[src/jhs_pkg.sv]
// shared types, codes and helpers for the jfif header scanner
// no dependencies; imported by every module of the block
package jhs_pkg;

    localparam int BYTE_W   = 8;
    localparam int STATUS_W = 3;
    localparam int DIM_W    = 16;
    localparam int STAGE_W  = 2;
    localparam int PHASE_W  = 3;
    localparam int INDEX_W  = 3;
    localparam int SOF_W    = 48;

    // result status codes
    localparam logic [STATUS_W-1:0] STATUS_OK        = 3'd0;
    localparam logic [STATUS_W-1:0] STATUS_NO_SOI    = 3'd1;
    localparam logic [STATUS_W-1:0] STATUS_BAD_APP0  = 3'd2;
    localparam logic [STATUS_W-1:0] STATUS_MALFORMED = 3'd3;
    localparam logic [STATUS_W-1:0] STATUS_BAD_SOF   = 3'd4;

    // parse stages
    localparam logic [STAGE_W-1:0] STAGE_SOI  = 2'd0;
    localparam logic [STAGE_W-1:0] STAGE_APP0 = 2'd1;
    localparam logic [STAGE_W-1:0] STAGE_SCAN = 2'd2;
    localparam logic [STAGE_W-1:0] STAGE_SOF  = 2'd3;

    // field phases within a segment
    localparam logic [PHASE_W-1:0] PH_MARK_HI = 3'd0;
    localparam logic [PHASE_W-1:0] PH_MARK_LO = 3'd1;
    localparam logic [PHASE_W-1:0] PH_LEN_HI  = 3'd2;
    localparam logic [PHASE_W-1:0] PH_LEN_LO  = 3'd3;
    localparam logic [PHASE_W-1:0] PH_PAYLOAD = 3'd4;

    localparam logic [15:0] MARKER_SOI  = 16'hFFD8;
    localparam logic [15:0] MARKER_EOI  = 16'hFFD9;
    localparam logic [15:0] MARKER_APP0 = 16'hFFE0;
    localparam logic [15:0] MARKER_TEM  = 16'hFF01;
    localparam logic [15:0] MARKER_DHT  = 16'hFFC4;
    localparam logic [15:0] MARKER_JPG  = 16'hFFC8;
    localparam logic [15:0] MARKER_DAC  = 16'hFFCC;
    localparam logic [15:0] RST_MASK    = 16'hFFF8;
    localparam logic [15:0] RST_BASE    = 16'hFFD0;
    localparam logic [15:0] SOF_MASK    = 16'hFFF0;
    localparam logic [15:0] SOF_BASE    = 16'hFFC0;
    localparam logic [7:0]  PRECISION   = 8'd8;

    localparam logic [INDEX_W-1:0] TAG_LEN   = 3'd5;
    localparam logic [INDEX_W-1:0] SOF_BYTES = 3'd6;

    typedef struct packed {
        logic [BYTE_W-1:0] data_byte;
        logic              end_of_file;
    } in_item_t;

    typedef struct packed {
        logic [STATUS_W-1:0] status;
        logic [DIM_W-1:0]    image_height;
        logic [DIM_W-1:0]    image_width;
        logic                is_ycbcr;
    } result_t;

    // "JFIF" followed by nul
    function automatic logic [BYTE_W-1:0] jfif_tag(input logic [INDEX_W-1:0] idx);
        logic [BYTE_W-1:0] t;
        case (idx)
            3'd0:    t = 8'h4A;
            3'd1:    t = 8'h46;
            3'd2:    t = 8'h49;
            3'd3:    t = 8'h46;
            default: t = 8'h00;
        endcase
        return t;
    endfunction

    function automatic logic no_length(input logic [15:0] m);
        return ((m & RST_MASK) == RST_BASE) ||
               (m inside {MARKER_SOI, MARKER_EOI, MARKER_TEM});
    endfunction

    function automatic logic is_frame_marker(input logic [15:0] m);
        return ((m & SOF_MASK) == SOF_BASE) &&
               !(m inside {MARKER_DHT, MARKER_JPG, MARKER_DAC});
    endfunction

endpackage

[src/jhs_in_reg.sv]
// input register of the jfif header scanner
// depends on jhs_pkg for the item type
module jhs_in_reg
    import jhs_pkg::*;
(
    input  logic     aclk,
    input  logic     aresetn,
    input  logic     s_valid,
    output logic     s_ready,
    input  in_item_t s_item,
    input  logic     advance,
    output logic     item_valid,
    output in_item_t item
);

    logic     valid_reg, valid_next;
    in_item_t item_reg;

    // room when empty or when the held item moves on this cycle
    assign s_ready = !valid_reg || advance;

    always_comb begin
        valid_next = valid_reg;
        if (s_ready) begin
            valid_next = s_valid;
        end
    end

    always_ff @(posedge aclk) begin
        if (!aresetn) begin
            valid_reg <= 1'b0;
        end else begin
            valid_reg <= valid_next;
        end
    end

    always_ff @(posedge aclk) begin
        if (s_ready && s_valid) begin
            item_reg <= s_item;
        end
    end

    assign item_valid = valid_reg;
    assign item       = item_reg;

endmodule

[src/jhs_parser.sv]
// segment walker: parse state and next-state logic for one byte per cycle while advance is high
// depends on jhs_pkg for codes, types and marker helpers
module jhs_parser
    import jhs_pkg::*;
(
    input  logic     aclk,
    input  logic     aresetn,
    input  logic     advance,
    input  in_item_t item,
    output logic     res_valid,
    output result_t  res
);

    logic [STAGE_W-1:0] stage_reg, stage_next;
    logic [PHASE_W-1:0] phase_reg, phase_next;
    logic [7:0]         mark_hi_reg, mark_hi_next;
    logic [15:0]        remain_reg, remain_next;
    logic [INDEX_W-1:0] index_reg, index_next;
    logic [SOF_W-1:0]   sof_reg, sof_next;
    logic               decided_reg, decided_next;

    always_comb begin
        logic [15:0] marker;
        logic [15:0] seg_len;
        logic [7:0]  b;
        logic [7:0]  prec;
        logic [7:0]  comps;
        logic        finish;

        stage_next   = stage_reg;
        phase_next   = phase_reg;
        mark_hi_next = mark_hi_reg;
        remain_next  = remain_reg;
        index_next   = index_reg;
        sof_next     = sof_reg;
        decided_next = decided_reg;
        res_valid    = 1'b0;
        res          = '0;
        finish       = 1'b0;
        prec         = '0;
        comps        = '0;
        b            = item.data_byte;
        marker       = {mark_hi_reg, b};
        seg_len      = {remain_reg[15:8], b};

        if (advance && !decided_reg) begin
            case (phase_reg)
                PH_MARK_HI: begin
                    mark_hi_next = b;
                    phase_next   = PH_MARK_LO;
                end
                PH_MARK_LO: begin
                    phase_next = PH_MARK_HI;
                    if (stage_reg == STAGE_SOI) begin
                        if (marker != MARKER_SOI) begin
                            decided_next = 1'b1;
                            res_valid    = 1'b1;
                            res.status   = STATUS_NO_SOI;
                        end else begin
                            stage_next = STAGE_APP0;
                        end
                    end else if (stage_reg == STAGE_APP0) begin
                        if (marker != MARKER_APP0) begin
                            decided_next = 1'b1;
                            res_valid    = 1'b1;
                            res.status   = STATUS_BAD_APP0;
                        end else begin
                            phase_next = PH_LEN_HI;
                        end
                    end else if (!no_length(marker)) begin
                        if (is_frame_marker(marker)) begin
                            stage_next = STAGE_SOF;
                            index_next = '0;
                            sof_next   = '0;
                        end
                        phase_next = PH_LEN_HI;
                    end
                end
                PH_LEN_HI: begin
                    remain_next = {b, 8'h00};
                    phase_next  = PH_LEN_LO;
                end
                PH_LEN_LO: begin
                    if (seg_len < 16'd2) begin
                        decided_next = 1'b1;
                        res_valid    = 1'b1;
                        res.status   = (stage_reg == STAGE_APP0) ? STATUS_BAD_APP0
                                                                 : STATUS_MALFORMED;
                    end else begin
                        remain_next = seg_len - 16'd2;
                        index_next  = '0;
                        if (stage_reg == STAGE_APP0 && remain_next < 16'd5) begin
                            decided_next = 1'b1;
                            res_valid    = 1'b1;
                            res.status   = STATUS_BAD_APP0;
                        end else if (remain_next == 16'd0) begin
                            if (stage_reg == STAGE_SOF) begin
                                finish = 1'b1;
                            end else begin
                                phase_next = PH_MARK_HI;
                            end
                        end else begin
                            phase_next = PH_PAYLOAD;
                        end
                    end
                end
                default: begin
                    remain_next = remain_reg - 16'd1;
                    if (stage_reg == STAGE_APP0 && index_reg < TAG_LEN
                            && b != jfif_tag(index_reg)) begin
                        decided_next = 1'b1;
                        res_valid    = 1'b1;
                        res.status   = STATUS_BAD_APP0;
                    end else begin
                        if (stage_reg == STAGE_APP0 && index_reg < TAG_LEN) begin
                            index_next = index_reg + 3'd1;
                        end else if (stage_reg == STAGE_SOF && index_reg < SOF_BYTES) begin
                            // first sof byte ends up in the top bits after six shifts
                            sof_next   = {sof_reg[SOF_W-9:0], b};
                            index_next = index_reg + 3'd1;
                        end
                        if (remain_next == 16'd0) begin
                            if (stage_reg == STAGE_SOF) begin
                                finish = 1'b1;
                            end else begin
                                if (stage_reg == STAGE_APP0) begin
                                    stage_next = STAGE_SCAN;
                                end
                                phase_next = PH_MARK_HI;
                                index_next = '0;
                            end
                        end
                    end
                end
            endcase

            if (finish) begin
                prec         = sof_next[47:40];
                comps        = sof_next[7:0];
                decided_next = 1'b1;
                res_valid    = 1'b1;
                if (index_next < SOF_BYTES || prec != PRECISION
                        || !(comps inside {8'd1, 8'd3})) begin
                    res.status = STATUS_BAD_SOF;
                end else begin
                    res.status       = STATUS_OK;
                    res.image_height = sof_next[39:24];
                    res.image_width  = sof_next[23:8];
                    res.is_ycbcr     = (comps == 8'd3);
                end
            end
        end

        // truncated stream gets its verdict with the last byte
        if (advance && !decided_next && item.end_of_file) begin
            res_valid = 1'b1;
            res       = '0;
            case (stage_next)
                STAGE_SOI:  res.status = STATUS_NO_SOI;
                STAGE_APP0: res.status = STATUS_BAD_APP0;
                default:    res.status = STATUS_MALFORMED;
            endcase
        end
    end

    wire restart = advance && item.end_of_file;

    always_ff @(posedge aclk) begin
        if (!aresetn || restart) begin
            stage_reg   <= STAGE_SOI;
            phase_reg   <= PH_MARK_HI;
            mark_hi_reg <= '0;
            remain_reg  <= '0;
            index_reg   <= '0;
            sof_reg     <= '0;
            decided_reg <= 1'b0;
        end else begin
            stage_reg   <= stage_next;
            phase_reg   <= phase_next;
            mark_hi_reg <= mark_hi_next;
            remain_reg  <= remain_next;
            index_reg   <= index_next;
            sof_reg     <= sof_next;
            decided_reg <= decided_next;
        end
    end

endmodule

[src/jhs_out_reg.sv]
// result register of the jfif header scanner
// depends on jhs_pkg for the result type
module jhs_out_reg
    import jhs_pkg::*;
(
    input  logic    aclk,
    input  logic    aresetn,
    input  logic    load,
    input  result_t res,
    output logic    room,
    output logic    m_valid,
    input  logic    m_ready,
    output result_t m_res
);

    logic    valid_reg, valid_next;
    result_t res_reg;

    assign room = !valid_reg || m_ready;

    always_comb begin
        valid_next = valid_reg;
        if (load) begin
            valid_next = 1'b1;
        end else if (m_ready) begin
            valid_next = 1'b0;
        end
    end

    always_ff @(posedge aclk) begin
        if (!aresetn) begin
            valid_reg <= 1'b0;
        end else begin
            valid_reg <= valid_next;
        end
    end

    always_ff @(posedge aclk) begin
        if (load) begin
            res_reg <= res;
        end
    end

    assign m_valid = valid_reg;
    assign m_res   = res_reg;

endmodule

[src/jfif_header_scanner.sv]
// jfif header scanner: walks the marker segments of a jpeg file, one byte per item
// depends on jhs_pkg, jhs_in_reg, jhs_parser and jhs_out_reg
//
// usage:
//   s_ channel: one file byte per item (s_data_byte), s_end_of_file high on the
//   final byte of the file. m_ channel: at most one result per file, giving
//   m_status, m_image_height, m_image_width and m_is_ycbcr; the size fields are
//   zero unless the status is ok.
//   a byte is registered on acceptance and parsed when it moves on from the input
//   register; the result, if any, is loaded into the output register, which drives
//   m_valid. bytes after the decision are dropped until the end-of-file byte,
//   which returns the parser to its start state.
//   throughput is one byte per cycle unless a result is held by a stalled receiver.
//   when the receiver stalls with a result held, at most one more byte is taken
//   into the input register and s_ready then drops until the result goes.
//   reset (aresetn low, synchronous) empties both registers and restarts parsing.
module jfif_header_scanner
    import jhs_pkg::*;
(
    input  logic                aclk,
    input  logic                aresetn,
    input  logic                s_valid,
    output logic                s_ready,
    input  logic [BYTE_W-1:0]   s_data_byte,
    input  logic                s_end_of_file,
    output logic                m_valid,
    input  logic                m_ready,
    output logic [STATUS_W-1:0] m_status,
    output logic [DIM_W-1:0]    m_image_height,
    output logic [DIM_W-1:0]    m_image_width,
    output logic                m_is_ycbcr
);

    in_item_t s_item, item;
    logic     item_valid, advance, room, res_valid;
    result_t  res, m_res;

    assign s_item.data_byte   = s_data_byte;
    assign s_item.end_of_file = s_end_of_file;

    // a byte moves on only when a result it might cause has a place to go
    assign advance = item_valid && room;

    jhs_in_reg u_in_reg (
        .aclk       (aclk),
        .aresetn    (aresetn),
        .s_valid    (s_valid),
        .s_ready    (s_ready),
        .s_item     (s_item),
        .advance    (advance),
        .item_valid (item_valid),
        .item       (item)
    );

    jhs_parser u_parser (
        .aclk      (aclk),
        .aresetn   (aresetn),
        .advance   (advance),
        .item      (item),
        .res_valid (res_valid),
        .res       (res)
    );

    jhs_out_reg u_out_reg (
        .aclk    (aclk),
        .aresetn (aresetn),
        .load    (res_valid),
        .res     (res),
        .room    (room),
        .m_valid (m_valid),
        .m_ready (m_ready),
        .m_res   (m_res)
    );

    assign m_status       = m_res.status;
    assign m_image_height = m_res.image_height;
    assign m_image_width  = m_res.image_width;
    assign m_is_ycbcr     = m_res.is_ycbcr;

endmodule

[config.mk]
export PLATFORM = sky130hd
export DESIGN_NAME = jfif_header_scanner
export DESIGN_NICKNAME = d
export VERILOG_FILES = /design/src/jhs_pkg.sv /design/src/jhs_in_reg.sv /design/src/jhs_parser.sv /design/src/jhs_out_reg.sv /design/src/jfif_header_scanner.sv
export SDC_FILE = /design/constraint.sdc
export NUM_CORES = 1
export LEC_CHECK = 0
export ABC_AREA = 1
export BUFFER_PORTS_ARGS = -buffer_cell sky130_fd_sc_hd__buf_2
export CAP_MARGIN = 15
export CORE_MARGIN = 3
export CORE_UTILIZATION = 50
export DETAILED_ROUTE_END_ITERATION = 6
export HOLD_SLACK_MARGIN = 0.12
export PLACE_DENSITY = 0.68
export RECOVER_POWER = 50
export SYNTH_ARGS = -nofsm -noshare
export SYNTH_HDL_FRONTEND = slang
export SYNTH_SLANG_ARGS = --single-unit
[constraint.sdc]
create_clock -name aclk -period 11.18 [get_ports aclk]
set_clock_uncertainty 0.05 [all_clocks]
set_input_delay 2.236 -clock aclk [delete_from_list [all_inputs] [get_ports aclk]]
set_output_delay 2.236 -clock aclk [all_outputs]
set_load 0.05 [all_outputs]
Word level (Yosys, flattened, before mapping)
Index checks and enable logic that the tools add are counted.
{ "word_totals": {"register_bits": 128, "inputBits": 13} }
{ "op_classes": {"add_sub_neg": 3, "magnitude_cmp": 5, "eq_ne": 26, "muxes": 94, "n_bitwise": 3, "reduce_logical": 45} }
{ "ops": {"columns": ["cell", "n"], "rows": [
  ["2-to-1 mux 48 bit", 8],
  ["2-to-1 mux 36 bit", 3],
  ["== test 16 bit (second input constant)", 6],
  ["one-hot mux 48 bit (2 select lines)", 1],
  ["2-to-1 mux 3 bit", 23],
  ["one-hot mux 16 bit (3 select lines)", 1],
  ["2-to-1 mux 33 bit", 1],
  ["zero test 16 bit", 2],
  ["!= test 16 bit (second input constant)", 2],
  ["2-to-1 mux 1 bit", 30],
  ["2-to-1 mux 2 bit", 15],
  ["one-hot mux 7 bit (3 select lines)", 1],
  ["one-hot mux 3 bit (3 select lines)", 2],
  ["< comparator 16 x 2 -> 1 bit (second input constant)", 1],
  ["< comparator 16 x 3 -> 1 bit (second input constant)", 1],
  ["2-to-1 mux 16 bit", 1],
  ["2-to-1 mux 8 bit", 2],
  ["subtractor 16 x 1 -> 16 bit (second input constant)", 1],
  ["subtractor 16 x 2 -> 16 bit (second input constant)", 1],
  ["== test 13 bit (second input constant)", 1],
  ["== test 12 bit (second input constant)", 1],
  ["== test 3 x 2 -> 1 bit (second input constant)", 4],
  ["one-hot mux 3 bit (4 select lines)", 1],
  ["logical AND 1 bit", 11],
  ["28 further kinds", 56]
]} }

Logic depth before layout (Yosys ltp)
{ "depth": {"depth_word": 18, "mapped_depth": 20} }

Modules after synthesis
From an unflattened synthesis, not the netlist that was laid out.
{ "unflattened": {"hier_cells": 1159, "hier_area_um2": 8039.0} }
{ "by_module_without_submodules": {"columns": ["module", "n_inst", "cells_per_inst", "area_per_inst_um2", "seq_area_each_um2"], "rows": [
  ["jhs_parser", 1, 1099, 6582.6, 1621.6],
  ["jhs_out_reg", 1, 42, 1127.3, 1101.1],
  ["jhs_in_reg", 1, 16, 321.6, 290.3],
  ["jfif_header_scanner", 1, 2, 7.5, 0.0]
]} }

Worst setup path before layout
Ideal clock, no wire load.
{ "synth_timing": {"kind": "in2reg", "from": "in m_ready", "to": "reg u_out_reg.res_reg, in the netlist u_out_reg.m_res[0] (enable)", "setup_time_ns": 0.481, "arrival_time_ns": 5.060, "slack_ns": 5.589, "stages": 4, "path_cell_list": "inv_1 > nand2_1 > nand3_1 > o21ai_0"} }
{ "synth_via": {"elab_chain_len": 8} }
{ "synth_lines": {"columns": ["item", "line", "rtl"], "rows": [
  ["from (decl)", "jfif_header_scanner.sv:27", "input logic m_ready,"],
  ["logical OR 1 bit (*)", "jhs_out_reg.sv:19", "assign room = !valid_reg || m_ready;"],
  ["logical AND 1 bit (*)", "jfif_header_scanner.sv:42", "assign advance = item_valid && room;"],
  ["logical AND 1 bit", "jhs_parser.sv:46", "if (advance && !decided_reg) begin"],
  ["2-to-1 mux 1 bit", "jhs_parser.sv:46", null],
  ["zero test 1 bit", "jhs_parser.sv:155", "if (advance && !decided_next && item.end_of_file) begin"],
  ["logical AND 1 bit (2 in a row)", "jhs_parser.sv:155", null],
  ["2-to-1 mux 1 bit (*)", "jhs_parser.sv:155", null],
  ["named net res_valid", "jfif_header_scanner.sv:35", "logic item_valid, advance, room, res_valid;"],
  ["to (signal assigned)", "jhs_out_reg.sv:40", "res_reg <= res;"],
  ["to (decl)", "jhs_out_reg.sv:17", "result_t res_reg;"]
]} }
Mark *: on every way through the listed nets, which the timed path passes. The rest lies on a longest branch.
A chain may end at the register's enable or synchronous reset.

Worst setup path after layout
{ "layout_timing": {"from": "in m_ready", "to": "reg u_out_reg.res_reg, in the netlist u_out_reg.m_res[21] (enable)"} }
The elaborated chain is that of the path after synthesis.

==> results.json <==
{
  "drive_gt1_frac": 0.0958,
  "ys.flop_type": "dfxtp_1",
  "drt-wirelength-per-cell_um": 15.3,
  "drv_slew": 91,
  "cts_root_buffer": "clkbuf_16",
  "initial_core_util": 0.515,
  "synthSimpleGateAreaFrac": 0.263,
  "ys_warn_count": 0,
  "drt_iter0_markers": 809,
  "fillCellCount": 1406,
  "status": "finished with violations",
  "p_int_mw": 0.907,
  "cts_setup_buffers": 0,
  "hold_viol_final": 0,
  "area_growth_pct": 11.4,
  "cts_resized": 0,
  "hold_path_class": "register to register",
  "via_count": 7083,
  "synth_cells": 1070,
  "tritoncts": "built",
  "portBuffers": 50,
  "share_comb_of_total_power": 0.148,
  "yosys-mux-area-fraction": 0,
  "met3_length_um": 1310,
  "p_switching_mw": 0.370,
  "clk_path_buf_depth": 2,
  "leakage_nw": 3.57,
  "place_ws_ns": 6.07,
  "antenna_found_initial": 0,
  "finalCritPeriodShare": 0.618,
  "cp.arrival_ns": 6.98,
  "netlist_area_mm2": 0.00758,
  "synth_edf_count": 45,
  "fp-row-count": 44,
  "highest_layer": "met4",
  "swShare": 0.290,
  "pwr-share-seq": 0.411,
  "place.gp.congestion": 0.913,
  "grt_max_degree": 80,
  "grt.total_usage": 0.242,
  "dp_hpwl_um": 13400,
  "syn_nets": 1091,
  "clock_sinks": 128,
  "cp-start-kind": "primary input",
  "drt-vias-per-instance": 5.49,
  "synth.yosys.seq_area_share": 0.398,
  "ys_async_sr_fraction": 0,
  "met1Wirelength_um": 9580,
  "layout_common_cells": "nand2_1, inv_1, nor2_1",
  "grt_pass1_wl_um": 32400,
  "max_freq_ghz": 0.145,
  "grt-ovfl-total": 0,
  "synth_compound_area_frac": 0.209,
  "violations": "max-capacitance violations, max-slew violations",
  "totalWireLength_um": 19700,
  "relSlewSlack": -1.24,
  "setup_tns_ns": 0,
  "synth.distinct_cells": 43,
  "crit_path_max_incr_delay_ns": 2.35,
  "die_area_mm2": 0.0167,
  "grt_pass1_vias": 6384,
  "critical_path_class": "primary input to register",
  "cp_slowest_cell": "clkbuf_1",
  "drv_cap": 2,
  "boundaryPins": 51,
  "end_kind": "register",
  "worst_slew_pin_slew_ns": 3.36,
  "die_x_um": 129,
  "power.density_mw_per_mm2": 151,
  "coreArea_mm2": 0.0147,
  "path_clk_slew_ns": 0.06,
  "cts_made_buffers": 17,
  "die_h_um": 129,
  "synth_top_family_by_area": "simple AND/OR/NAND/NOR gates",
  "postRouteAntennaNets": 0,
  "cp_max_fo": 79,
  "cp.required_ns": 11.24,
  "synth_xor_area_frac": 0.00809,
  "synthAdderAreaFrac": 0.0132,
  "drcViolationCount": 0,
  "fin_ws_ns": 4.27,
  "rsz0062_at_grt": "no",
  "p_clk_frac": 0.441,
  "clk_latency_ns": 0.42,
  "synth.avg_cell_area_um2": 7.08,
  "ctsHoldBuffers": 0,
  "cts_max_level": 4,
  "final_nets": 1115,
  "insertedDiodeCount": 0,
  "mostFrequentLayoutCell": "nand2_1",
  "largest_register_ffs": 48,
  "setup_viol": 0,
  "ir_worst_vdd_mv": 0.101,
  "wl_met2_um": 8520,
  "synth_seq_cells": 128,
  "finalCriticalPeriod_ns": 6.91,
  "crit_chain": "buf_2, inv_1, nand2_1, nand2_1, nor2_4, clkbuf_1, o21ai_0, o21ai_0, buf_12",
  "first_pass_iters": 5
}
logic make-up (layout without fill, tap and decap cells):
group,after synthesis,count (layout)
flip-flops,128,128
XOR/XNOR,7,7
AND/OR/NAND/NOR,465,465
AO/OA/AOI/OAI,252,252
buffers and inverters,210,247
adder cells (fa/ha/maj),8,8
worst paths after layout:
kind	startpoint	cells past startpoint	end	slack, ns
max reg2reg	u_out_reg.m_valid$_SDFFE_PN0P_	7	u_out_reg.m_res[21]$_SDFFCE_PP0P_	5.87
min reg2reg	u_parser.phase_reg[1]$_SDFFE_PP0P_	2	u_parser.phase_reg[1]$_SDFFE_PP0P_	0.44
max	m_ready	9	u_out_reg.m_res[21]$_SDFFCE_PP0P_	4.27
min	u_parser.phase_reg[1]$_SDFFE_PP0P_	2	u_parser.phase_reg[1]$_SDFFE_PP0P_	0.44
worst max-delay path, delay by kind of cell:
family | cells | cell delay [ns]
AOI/OAI and AO/OA | 2 | 1.71
buffers and inverters | 4 | 2.74
and+or+nand+nor | 3 | 0.25
metal layers:
metal,global-route usage,up-vias
li1,-,3625
met1,0.355,3196
met2,0.364,237
met3,0.0491,25
met4,0.0692,0
met5,0,-
per-stage QoR:
stage	util	hold WS, ns	std cells	power, mW	cell area (um^2)
after CTS	0.579	0.439	1291	1.28	8510
after detailed placement	0.538	0.432	1259	0.722	7910
after global routing	0.574	0.470	1291	1.33	8440
final	0.574	0.442	1291	1.28	8440
after global placement	0.537	0.428	1258	0.719	7890
after floorplan	-	0.412	1070	0.677	7580
layout make-up:
| cell class | count | area (um^2) | share of cell area |
|---|---|---|---|
| sequential | 128 | 3010 | 0.357 |
| clock buffer | 21 | 470 | 0.0557 |
| multi-input combinational | 732 | 3740 | 0.443 |
| inverter | 156 | 586 | 0.0694 |
| timing repair buffer | 59 | 273 | 0.0323 |
| tap | 184 | 230 | 0.0273 |
| clock inverter | 11 | 131 | 0.0156 |
synthesized netlist by cell type, types with 2 or more instances:
library cell	n	area (um^2)
dfxtp_1	83	1660
buf_6	5	56.3
nor2_1	115	432
o211ai_1	38	285
clkinv_1	3	11.3
a21oi_1	81	405
a41oi_1	3	26.3
edfxtp_1	45	1350
inv_1	150	563
nand2_2	2	12.5
xnor2_1	2	17.5
o22ai_1	6	37.5
a211oi_1	9	67.6
nor2_4	4	45.0
a32oi_1	32	280
xor2_1	5	43.8
nand3_1	44	220
o21ai_0	67	335
ha_1	8	100
buf_1	9	33.8
nor3_1	3	15.0
nand4_1	13	81.3
a221oi_1	3	26.3
o31ai_1	2	15.0
buf_2	4	20.0
inv_2	3	11.3
clkbuf_1	35	131
nor2_2	38	238
nand2_1	241	905
a31oi_1	2	12.5
a21oi_2	3	26.3
power by group through the flow:
| stage | Combinational, mW | Clock [mW] | Sequential [mW] |
|---|---|---|---|
| 4_1_cts | 0.189 | 0.569 | 0.524 |
| 3_5_place_dp | 0.188 | 0 | 0.534 |
| 6_report | 0.190 | 0.563 | 0.525 |
| 2_1_floorplan | 0.130 | 0 | 0.547 |
| 5_1_grt | 0.213 | 0.592 | 0.528 |
| 3_3_place_gp | 0.185 | 0 | 0.534 |
No activity file was read; power rests on OpenSTA's default activity.
